--- config.mk ---
export PLATFORM = sky130hd
export DESIGN_NAME = i2c_register_transfer_sequencer_core
export DESIGN_NICKNAME = d
export VERILOG_FILES = /design/src/rtl/i2crts_pkg.sv /design/src/rtl/i2crts_step.sv /design/src/rtl/i2crts_result_reg.sv /design/src/rtl/i2crts_seq_core.sv
export SDC_FILE = /design/constraint.sdc
export NUM_CORES = 1
export LEC_CHECK = 0
export ABC_AREA = 1
export BUFFER_PORTS_ARGS = -buffer_cell sky130_fd_sc_hd__buf_2
export CORE_UTILIZATION = 40
export CTS_BUF_LIST = sky130_fd_sc_hd__clkbuf_16
export DETAILED_ROUTE_END_ITERATION = 16
export PLACE_DENSITY_LB_ADDON = 0.3
export SLEW_MARGIN = 5
export SYNTH_ARGS = -nofsm -noshare
export SYNTH_HDL_FRONTEND = slang
export SYNTH_SLANG_ARGS = --single-unit
export TNS_END_PERCENT = 1
--- constraint.sdc ---
create_clock -name clk -period 2 [get_ports clk]
set_input_delay 0.4 -clock clk [delete_from_list [all_inputs] [get_ports clk]]
set_output_delay 0.4 -clock clk [all_outputs]
set_load 0.005 [all_outputs]
--- src/rtl/i2crts_pkg.sv ---
// Shared types, codes and field layout for the I2C register transfer sequencer.
package i2crts_pkg;

    localparam int unsigned BYTE_BITS   = 8;
    localparam int unsigned WORD_BITS   = 32;
    localparam int unsigned ADDR_BITS   = 7;
    localparam int unsigned COUNT_BITS  = 3;
    localparam int unsigned IN_DATA_W   = 64;
    localparam int unsigned IN_USER_W   = 2;
    localparam int unsigned OUT_DATA_W  = 48;

    localparam logic [BYTE_BITS-1:0]  BYTE_MASK = 8'hff;
    localparam logic [COUNT_BITS-1:0] COUNT_MIN = 3'd1;
    localparam logic [COUNT_BITS-1:0] COUNT_MAX = 3'd4;

    // Event kinds carried in tuser
    typedef enum logic [1:0] {
        EV_START = 2'd0,
        EV_ACK   = 2'd1,
        EV_RX    = 2'd2,
        EV_STOP  = 2'd3
    } ev_t;

    // Transfer phases; codes five to seven are never entered
    typedef enum logic [2:0] {
        PH_ADDR_SENT = 3'd0,
        PH_REG_SENT  = 3'd1,
        PH_RECEIVE   = 3'd2,
        PH_WRITE     = 3'd3,
        PH_WAIT_STOP = 3'd4
    } phase_t;

    // One incoming event
    typedef struct packed {
        ev_t                    mode;
        logic [ADDR_BITS-1:0]   device_addr;
        logic [BYTE_BITS-1:0]   reg_addr;
        logic                   is_read;
        logic [COUNT_BITS-1:0]  byte_count;
        logic [WORD_BITS-1:0]   word_in;
        logic [BYTE_BITS-1:0]   rx_byte;
    } item_t;

    // Sequencer state
    typedef struct packed {
        phase_t                 phase;
        logic                   dir_read;
        logic [ADDR_BITS-1:0]   target_addr;
        logic [BYTE_BITS-1:0]   register_addr;
        logic [COUNT_BITS-1:0]  bytes_left;
        logic [WORD_BITS-1:0]   data_word;
        logic                   idle_flag;
    } seq_state_t;

    // One result
    typedef struct packed {
        logic                   cmd_start;
        logic                   cmd_stop;
        logic                   cmd_ack;
        logic                   cmd_nack;
        logic                   tx_valid;
        logic [BYTE_BITS-1:0]   tx_byte;
        logic                   done_res;
        logic [WORD_BITS-1:0]   word_out;
        logic                   busy_res;
        logic                   error;
    } result_t;

    localparam seq_state_t STATE_RESET = '{
        phase:         PH_ADDR_SENT,
        dir_read:      1'b0,
        target_addr:   '0,
        register_addr: '0,
        bytes_left:    '0,
        data_word:     '0,
        idle_flag:     1'b1
    };

endpackage

--- src/rtl/i2crts_step.sv ---
// Next-state and result logic for one event of the transfer sequencer.
module i2crts_step
(
    input  i2crts_pkg::item_t      item,
    input  i2crts_pkg::seq_state_t cur,
    output i2crts_pkg::seq_state_t nxt,
    output i2crts_pkg::result_t    res
);

    logic [i2crts_pkg::COUNT_BITS-1:0] cnt;
    logic [i2crts_pkg::COUNT_BITS-1:0] left_dec;
    logic [1:0]                        lane;
    logic [i2crts_pkg::BYTE_BITS-1:0]  lane_byte;
    logic [i2crts_pkg::WORD_BITS-1:0]  merged_word;

    // Byte count clamped to 1..4
    always_comb
    begin
        cnt = item.byte_count;
        if (cnt == '0)
        begin
            cnt = i2crts_pkg::COUNT_MIN;
        end
        else if (cnt > i2crts_pkg::COUNT_MAX)
        begin
            cnt = i2crts_pkg::COUNT_MAX;
        end
    end

    // Lane picked by the decremented count, most significant first
    assign left_dec = cur.bytes_left - 3'd1;
    assign lane     = left_dec[1:0];

    always_comb
    begin
        merged_word = cur.data_word;
        case (lane)
            2'd0:
            begin
                lane_byte          = cur.data_word[7:0];
                merged_word[7:0]   = item.rx_byte;
            end
            2'd1:
            begin
                lane_byte          = cur.data_word[15:8];
                merged_word[15:8]  = item.rx_byte;
            end
            2'd2:
            begin
                lane_byte          = cur.data_word[23:16];
                merged_word[23:16] = item.rx_byte;
            end
            default:
            begin
                lane_byte          = cur.data_word[31:24];
                merged_word[31:24] = item.rx_byte;
            end
        endcase
    end

    // Event handling
    always_comb
    begin
        nxt = cur;
        res = '0;
        if (item.mode == i2crts_pkg::EV_START)
        begin
            if (!cur.idle_flag)
            begin
                res.error = 1'b1;
            end
            else
            begin
                nxt.target_addr   = item.device_addr;
                nxt.register_addr = item.reg_addr;
                nxt.dir_read      = item.is_read;
                nxt.bytes_left    = cnt;
                nxt.data_word     = item.word_in;
                nxt.phase         = i2crts_pkg::PH_ADDR_SENT;
                nxt.idle_flag     = 1'b0;
                res.cmd_start     = 1'b1;
                res.tx_valid      = 1'b1;
                res.tx_byte       = {item.device_addr, 1'b0};
            end
        end
        else if (cur.idle_flag)
        begin
            res.error = 1'b1;
        end
        else
        begin
            case (item.mode)
                i2crts_pkg::EV_ACK:
                begin
                    case (cur.phase)
                        i2crts_pkg::PH_ADDR_SENT:
                        begin
                            res.tx_valid = 1'b1;
                            res.tx_byte  = cur.register_addr;
                            nxt.phase    = cur.dir_read ? i2crts_pkg::PH_REG_SENT
                                                        : i2crts_pkg::PH_WRITE;
                        end
                        i2crts_pkg::PH_REG_SENT:
                        begin
                            res.cmd_start = 1'b1;
                            res.tx_valid  = 1'b1;
                            res.tx_byte   = {cur.target_addr, 1'b1};
                            nxt.phase     = i2crts_pkg::PH_RECEIVE;
                        end
                        i2crts_pkg::PH_WRITE:
                        begin
                            if (cur.bytes_left == '0)
                            begin
                                res.error = 1'b1;
                            end
                            else
                            begin
                                nxt.bytes_left = left_dec;
                                res.tx_valid   = 1'b1;
                                res.tx_byte    = lane_byte;
                                if (left_dec == '0)
                                begin
                                    res.cmd_stop = 1'b1;
                                    nxt.phase    = i2crts_pkg::PH_WAIT_STOP;
                                end
                            end
                        end
                        i2crts_pkg::PH_RECEIVE,
                        i2crts_pkg::PH_WAIT_STOP:
                        begin
                            // ack is expected here, nothing to do
                        end
                        default:
                        begin
                            res.error = 1'b1;
                        end
                    endcase
                end
                i2crts_pkg::EV_RX:
                begin
                    if (cur.phase != i2crts_pkg::PH_RECEIVE || cur.bytes_left == '0)
                    begin
                        res.error = 1'b1;
                    end
                    else
                    begin
                        nxt.bytes_left = left_dec;
                        nxt.data_word  = merged_word;
                        if (left_dec != '0)
                        begin
                            res.cmd_ack = 1'b1;
                        end
                        else
                        begin
                            res.cmd_nack = 1'b1;
                            res.cmd_stop = 1'b1;
                            nxt.phase    = i2crts_pkg::PH_WAIT_STOP;
                        end
                    end
                end
                default:
                begin
                    // stop detected
                    if (cur.phase != i2crts_pkg::PH_WAIT_STOP)
                    begin
                        res.error = 1'b1;
                    end
                    else
                    begin
                        res.done_res  = 1'b1;
                        nxt.idle_flag = 1'b1;
                        nxt.phase     = i2crts_pkg::PH_ADDR_SENT;
                    end
                end
            endcase
        end
        res.word_out = nxt.data_word;
        res.busy_res = ~nxt.idle_flag;
    end

endmodule

--- src/rtl/i2crts_result_reg.sv ---
// Output register stage of the sequencer: holds one result until the sink takes it.
module i2crts_result_reg
(
    input  logic                                 clk,
    input  logic                                 rst_n,
    input  logic                                 load,
    input  i2crts_pkg::result_t                  res,
    output logic                                 can_load,
    output logic                                 m_tvalid,
    input  logic                                 m_tready,
    output logic [i2crts_pkg::OUT_DATA_W-1:0]    m_tdata
);

    logic                valid_reg;
    logic                valid_next;
    i2crts_pkg::result_t res_reg;

    assign can_load   = ~valid_reg | m_tready;
    assign valid_next = load | (valid_reg & ~m_tready);

    // Valid flag
    always_ff @(posedge clk or negedge rst_n)
    begin
        if (!rst_n)
        begin
            valid_reg <= 1'b0;
        end
        else
        begin
            valid_reg <= valid_next;
        end
    end

    // Result payload
    always_ff @(posedge clk)
    begin
        if (load)
        begin
            res_reg <= res;
        end
    end

    assign m_tvalid = valid_reg;
    assign m_tdata  = {res_reg.error, res_reg.busy_res, res_reg.word_out,
                       res_reg.done_res, res_reg.tx_byte, res_reg.tx_valid,
                       res_reg.cmd_nack, res_reg.cmd_ack, res_reg.cmd_stop,
                       res_reg.cmd_start};

endmodule

--- src/rtl/i2crts_seq_core.sv ---
// I2C register transfer sequencer, top level with input register and state.
// One event is taken per clock, back to back, for as long as the sink keeps
// m_tready high; each event yields exactly one result transaction, passing
// first through the input register and then the result register. The sequencer
// state is updated together with the result register load, which sets
// the one-event-per-clock rate. A start while busy, or an event that does not
// fit the current phase, sets the error bit and leaves the state unchanged.
module i2c_register_transfer_sequencer_core
(
    input  logic                                clk,
    input  logic                                rst_n,
    input  logic                                s_tvalid,
    output logic                                s_tready,
    // device_addr[6:0] reg_addr[14:7] is_read[15] byte_count[18:16]
    // word_in[50:19] rx_byte[58:51], zero above
    input  logic [i2crts_pkg::IN_DATA_W-1:0]    s_tdata,
    // mode[1:0]
    input  logic [i2crts_pkg::IN_USER_W-1:0]    s_tuser,
    output logic                                m_tvalid,
    input  logic                                m_tready,
    // cmd_start[0] cmd_stop[1] cmd_ack[2] cmd_nack[3] tx_valid[4]
    // tx_byte[12:5] done_res[13] word_out[45:14] busy_res[46] error[47]
    output logic [i2crts_pkg::OUT_DATA_W-1:0]   m_tdata
);

    logic                   in_valid_reg;
    logic                   in_valid_next;
    i2crts_pkg::item_t      item_reg;
    i2crts_pkg::seq_state_t state_reg;
    i2crts_pkg::seq_state_t state_next;
    i2crts_pkg::result_t    step_res;
    logic                   can_load;
    logic                   advance;
    logic                   in_take;

    assign advance       = in_valid_reg & can_load;
    assign s_tready      = ~in_valid_reg | can_load;
    assign in_take       = s_tvalid & s_tready;
    assign in_valid_next = in_take | (in_valid_reg & ~can_load);

    // Input register valid flag
    always_ff @(posedge clk or negedge rst_n)
    begin
        if (!rst_n)
        begin
            in_valid_reg <= 1'b0;
        end
        else
        begin
            in_valid_reg <= in_valid_next;
        end
    end

    // Input register payload
    always_ff @(posedge clk)
    begin
        if (in_take)
        begin
            item_reg.mode        <= i2crts_pkg::ev_t'(s_tuser[1:0]);
            item_reg.device_addr <= s_tdata[6:0];
            item_reg.reg_addr    <= s_tdata[14:7];
            item_reg.is_read     <= s_tdata[15];
            item_reg.byte_count  <= s_tdata[18:16];
            item_reg.word_in     <= s_tdata[50:19];
            item_reg.rx_byte     <= s_tdata[58:51];
        end
    end

    // Event logic
    i2crts_step u_step
    (
        .item (item_reg),
        .cur  (state_reg),
        .nxt  (state_next),
        .res  (step_res)
    );

    // Sequencer state
    always_ff @(posedge clk or negedge rst_n)
    begin
        if (!rst_n)
        begin
            state_reg <= i2crts_pkg::STATE_RESET;
        end
        else if (advance)
        begin
            state_reg <= state_next;
        end
    end

    // Result register
    i2crts_result_reg u_result
    (
        .clk      (clk),
        .rst_n    (rst_n),
        .load     (advance),
        .res      (step_res),
        .can_load (can_load),
        .m_tvalid (m_tvalid),
        .m_tready (m_tready),
        .m_tdata  (m_tdata)
    );

    // An idle sequencer sits in the address phase with nothing pending
    assert property (@(posedge clk) disable iff (!rst_n)
        state_reg.idle_flag |-> state_reg.phase == i2crts_pkg::PH_ADDR_SENT)
        else $error("idle sequencer outside address phase");

    // An error result never carries a command or a byte
    assert property (@(posedge clk) disable iff (!rst_n)
        (advance && step_res.error) |->
        !(step_res.cmd_start || step_res.cmd_stop || step_res.cmd_ack ||
          step_res.cmd_nack || step_res.tx_valid))
        else $error("command issued together with error");

    // Errors leave the sequencer state untouched
    assert property (@(posedge clk) disable iff (!rst_n)
        (advance && step_res.error) |=> $stable(state_reg))
        else $error("state changed on error event");

    // Done always ends the transfer and never comes with ack or nack
    assert property (@(posedge clk) disable iff (!rst_n)
        (advance && step_res.done_res) |->
        (!step_res.busy_res && !step_res.cmd_ack && !step_res.cmd_nack))
        else $error("done result inconsistent");

endmodule
* Word level (Yosys, flattened, before mapping)
Index checks and enable logic that the tools add are counted. W data, S select, Z words.
Storage, ports and cells: register bits 166, input port bits 70, output and inout port bits 50, word-level logic and storage cells 132
Cells by class: add/sub/neg operators 1, order comparisons 1, equal/unequal tests 20, muxes and demuxes 53, bitwise logic cells 14, reductions and logical operators 17
Operator list (number):
- $mux W36 | 2
- $mux W55 | 1
- $mux W3 | 12
- $mux W9 | 4
- $mux W35 | 1
- $mux W32 | 1
- $mux W8 | 4
- $pmux W9 S3 | 1
- $pmux W8 S3 | 1
- $mux W1 | 17
- $ne A3 B3 Y1 const B | 5
- $mux W14 | 1
- $logic_not A3 Y1 | 4
- $pmux W3 S2 | 2
- $pmux W3 S3 | 1
- $reduce_and A9 Y1 | 1
- $ne A4 B4 Y1 const B | 2
- $reduce_or A4 Y1 | 2
- $reduce_and A7 Y1 | 1
- $eq A3 B2 Y1 const B | 2
- $not A1 Y1 | 6
- $pmux W1 S2 | 3
- $reduce_bool A3 Y1 | 2
- $ne A5 B5 Y1 const B | 1
- 18 further kinds | 29

* Longest topological paths before layout
depth after elaboration 9, depth in mapped cells 13, gate-level depth less buffers 12

* Modules after synthesis
From an unflattened synthesis, not the netlist that was laid out.
Second synthesis, totals: cells, all modules 886, area, all modules 8116.5 um^2
Modules (own cells, without submodules):
- i2c_register_transfer_sequencer_core | instances 1, cells an instance 307, area each 4090.2 um^2, sequential area each 3234.4 um^2
- i2crts_step | instances 1, cells an instance 526, area each 2539.9 um^2, sequential area each 0.0 um^2
- i2crts_result_reg | instances 1, cells an instance 53, area each 1486.4 um^2, sequential area each 1466.4 um^2

* Least setup slack after synthesis
OpenSTA, ideal clock, no wires.
path kind input to register, start input port m_tready, end register item_reg[0] (netlist bit), enable pin, setup time 0.415 ns, arrival 1.835 ns, data required time 1.585 ns, setup slack -0.250 ns, cell stages on the path 4, buffers on the path 0, cells stage by stage inv_1 -> nand3_1 -> nand2_1 -> inv_1
Between the ends: longest elaborated chain between the ends 3
RTL lines:
- from (decl) | line i2crts_seq_core.sv:20 | input logic m_tready,
- $or A1 B1 Y1 | line i2crts_result_reg.sv:18 | assign can_load = ~valid_reg | m_tready;
- $or A1 B1 Y1 | line i2crts_seq_core.sv:37 | assign s_tready = ~in_valid_reg | can_load;
- via s_tready | line i2crts_seq_core.sv:13 | output logic s_tready,
- $and A1 B1 Y1 | line i2crts_seq_core.sv:38 | assign in_take = s_tvalid & s_tready;
- via in_take | line i2crts_seq_core.sv:34 | logic in_take;
- to (decl) | line i2crts_seq_core.sv:28 | i2crts_pkg::item_t item_reg;
The timed path passes the listed nets, and every way through them passes these cells. A chain may end at the register's enable or synchronous reset.

==> results.py <==
metrics = {
    "outcome": {
        "outcome": "complete, no violations",
    },
    "run": {
        "max_cap_violations": 0,
    },
    "clock_tree": {
        "htree_num_levels": 4,
        "clk_latency_ps": 440,
        "clkTransAtPathRegs_ps": 70,
        "numCtsBuffers": 17,
        "cts_tree": "built",
        "cts_buffer_depth": 2,
        "clk_root_buffer_cell": "clkbuf_16",
        "cts.sinks": 166,
    },
    "placement": {
        "port_buffers": 114,
        "gp_congestion": 0.853,
        "hpwlAfterDp_mm": 12.2,
    },
    "logic_synthesis": {
        "synth_fp_nets": 823,
        "synth_cell_types": 35,
        "synth_area_leaders": "edfxtp_1, dfrtp_1, nand2_1",
        "yosysTopAreaCell": "edfxtp_1",
        "ys_seq_area_frac": 0.615,
        "synth_top_area_frac": 0.428,
        "yosysWarningCount": 0,
        "synth_area_mm2": 0.00765,
        "ys_seq_elements": 166,
        "avgSynthCellArea_um2": 10.3,
        "synth_cells": 742,
    },
    "drt": {
        "vias": 5576,
        "wl_per_cell_um": 16.2,
        "drc_errors": 0,
        "ant_nets": 0,
        "wl_mm": 18.1,
        "first_pass_iters": 5,
        "viasPerCell": 4.99,
        "drtIter0Drc": 459,
    },
    "pwr": {
        "p_sw_mw": 4.13,
        "clkPwrFrac": 0.272,
        "p_comb_frac": 0.287,
        "powerDensity_mw_per_mm2": 1280,
        "vdd_drop_max_mv": 0.680,
        "swShare": 0.351,
        "pwr-share-seq": 0.441,
        "intPower_mw": 7.62,
        "power_mw": 11.8,
        "cellLeakagePower_nw": 4.28,
    },
    "floorplan": {
        "ios": 120,
        "fp.dieArea_mm2": 0.0197,
        "die_h_um": 140,
        "die_w_um": 140,
        "coreArea_mm2": 0.0187,
        "rows": 50,
        "start_util": 0.409,
    },
    "global_route": {
        "grt_pass1_vias": 5180,
        "antenna_found_initial": 0,
        "grt_first_pass_wirelength_mm": 28.2,
        "grt-ovfl-total": 0,
        "track_usage": 0.190,
        "grt_max_degree": 62,
    },
    "sta": {
        "hold_viol_final": 0,
        "fmax_mhz": 539,
        "setup_tns_ps": 0,
        "period_needed_ps": 1850,
        "worst_slew_pin_slew_ps": 637,
        "max-slew-margin-rel": 0.575,
        "fin_crit_sh": 0.927,
        "slew_violations": 0,
        "skew_ps": 14.7,
        "rsz0062_at_grt": "false",
        "whs_ps": 131,
        "setup_viol": 0,
    },
    "cells_and_area": {
        "drive_above_1_share": 0.265,
        "largest_register_ffs": 61,
        "final_common_cell": "nand2_1",
        "nets": 951,
        "nFillCells": 1700,
        "layout_common_cells": "nand2_1, buf_2, edfxtp_1",
        "antenna_cells": 0,
        "area_delta_synth_final_pct": 20.4,
    },
    "worst_setup_path": {
        "cpPeakStageDelay_ps": 390,
        "slowest_stage": "dfrtp_1",
        "critPathMaxFanout": 18,
        "cp-end-kind": "flop",
        "regToRegSetupSlack_ps": 150,
        "path_class": "reg2reg",
        "start_kind": "flop",
        "arrival_ps": 2230,
        "crit_required_ps": 2370,
        "path_cells": "inv_1 > ha_1 > nand2_2 > inv_1 > nor2_8 > buf_12 > nand2_4 > nand2_1 > nand3_1 > nand2_2 > nand2_1 > nand2_1",
        "cp_common_cell": "nand2_1",
    },
    "worst_hold_path": {
        "hold_class": "in2reg",
    },
}
-- critical path: cells and delay by family (launching register included) --
family | cells | cell delay, ps
AND/OR/NAND/NOR | 8 | 770
buffers and inverters | 3 | 400
flip-flops | 1 | 390
adder cells (fa/ha/maj) | 1 | 230
-- power by group through the flow --
| stage | Combinational [mW] | Sequential (mW) | Clock [mW] |
|---|---|---|---|
| global placement | 3.23 | 5.23 | 0 |
| finish | 3.37 | 5.18 | 3.20 |
| global route | 3.82 | 5.27 | 3.40 |
| floorplan | 2.31 | 5.10 | 0 |
| detailed placement | 3.29 | 5.24 | 0 |
| CTS | 3.31 | 5.18 | 3.27 |
-- per-stage QoR --
step                utilization  worst slack, ps  std cells  area (um^2)
CTS                       0.489             57.1       1114         9160
global placement          0.458             90.6       1081         8570
detailed placement        0.458             67.3       1081         8570
floorplan                     -             15.1        742         7660
global route              0.492             9.62       1117         9210
finish                    0.492              146       1117         9210
-- final cells by class --
| cell class | count | area [um^2] | area share |
|---|---|---|---|
| flip-flops and latches | 166 | 4700 | 0.511 |
| multi-input cells | 479 | 2540 | 0.276 |
| repair buffers | 134 | 828 | 0.0900 |
| clock buffers | 17 | 425 | 0.0462 |
| well taps | 234 | 293 | 0.0318 |
| inverters | 72 | 274 | 0.0298 |
| clock inverters | 15 | 148 | 0.0160 |
-- cell usage after synthesis (all sizes together) --
master and number:
o21ai 15, edfxtp 109, a22oi 32, buf 20, clkinv 2, inv 70, or2 1, o21a 1
dfrtp 56, a21oi 18, nand3 87, nor2 26, clkbuf 5, nor4 2, nand4 1, nand2 262
dfstp 1, o22ai 1, nor3 2, mux2 14, o211ai 6, ha 11
-- timing repair --
action                                  CTS  global route
setup buffers                             0             2
gates resized for setup                   0             4
hold buffers                              1             0
endpoints found under the setup margin    0            58
endpoints found under the hold margin    20             0
-- metal layers --
metal | routed length (um) | vias to the layer above | global-route usage | part of all wire
li1 | - | 2768 | - | -
met1 | 8250 | 2602 | 0.259 | 0.46
met2 | 8510 | 183 | 0.299 | 0.47
met3 | 1040 | 23 | 0.0417 | 0.058
met4 | 315 | 0 | 0.0711 | 0.017
met5 | 0 | - | 0 | 0
-- cell families (layout without fill, tap and decap cells) --
group | count (synthesis) | count (layout) | share of synthesized area
fa+ha+maj | 11 | 11 | 0.0180
compound gates | 73 | 73 | 0.0622
flops | 166 | 166 | 0.615
buf+inv | 97 | 238 | 0.0559
simple gates | 381 | 381 | 0.229
mux | 14 | 14 | 0.0206
-- worst paths after layout --
check,start,to,cells after the start
setup / recovery,state_reg[33]$_DFFE_PN0P_,state_reg[22]$_DFFE_PN0P_,12
hold / removal,s_tuser[0],item_reg[59]$_DFFE_PP_,1
setup reg to reg,state_reg[33]$_DFFE_PN0P_,state_reg[22]$_DFFE_PN0P_,12
hold reg to reg,item_reg[51]$_DFFE_PP_,state_reg[43]$_DFFE_PN0P_,1
max in group asynchronous,rst_n,state_reg[0]$_DFFE_PN1P_,3
min in group asynchronous,rst_n,state_reg[9]$_DFFE_PN0P_,2
No activity file was read; power rests on OpenSTA's default activity.
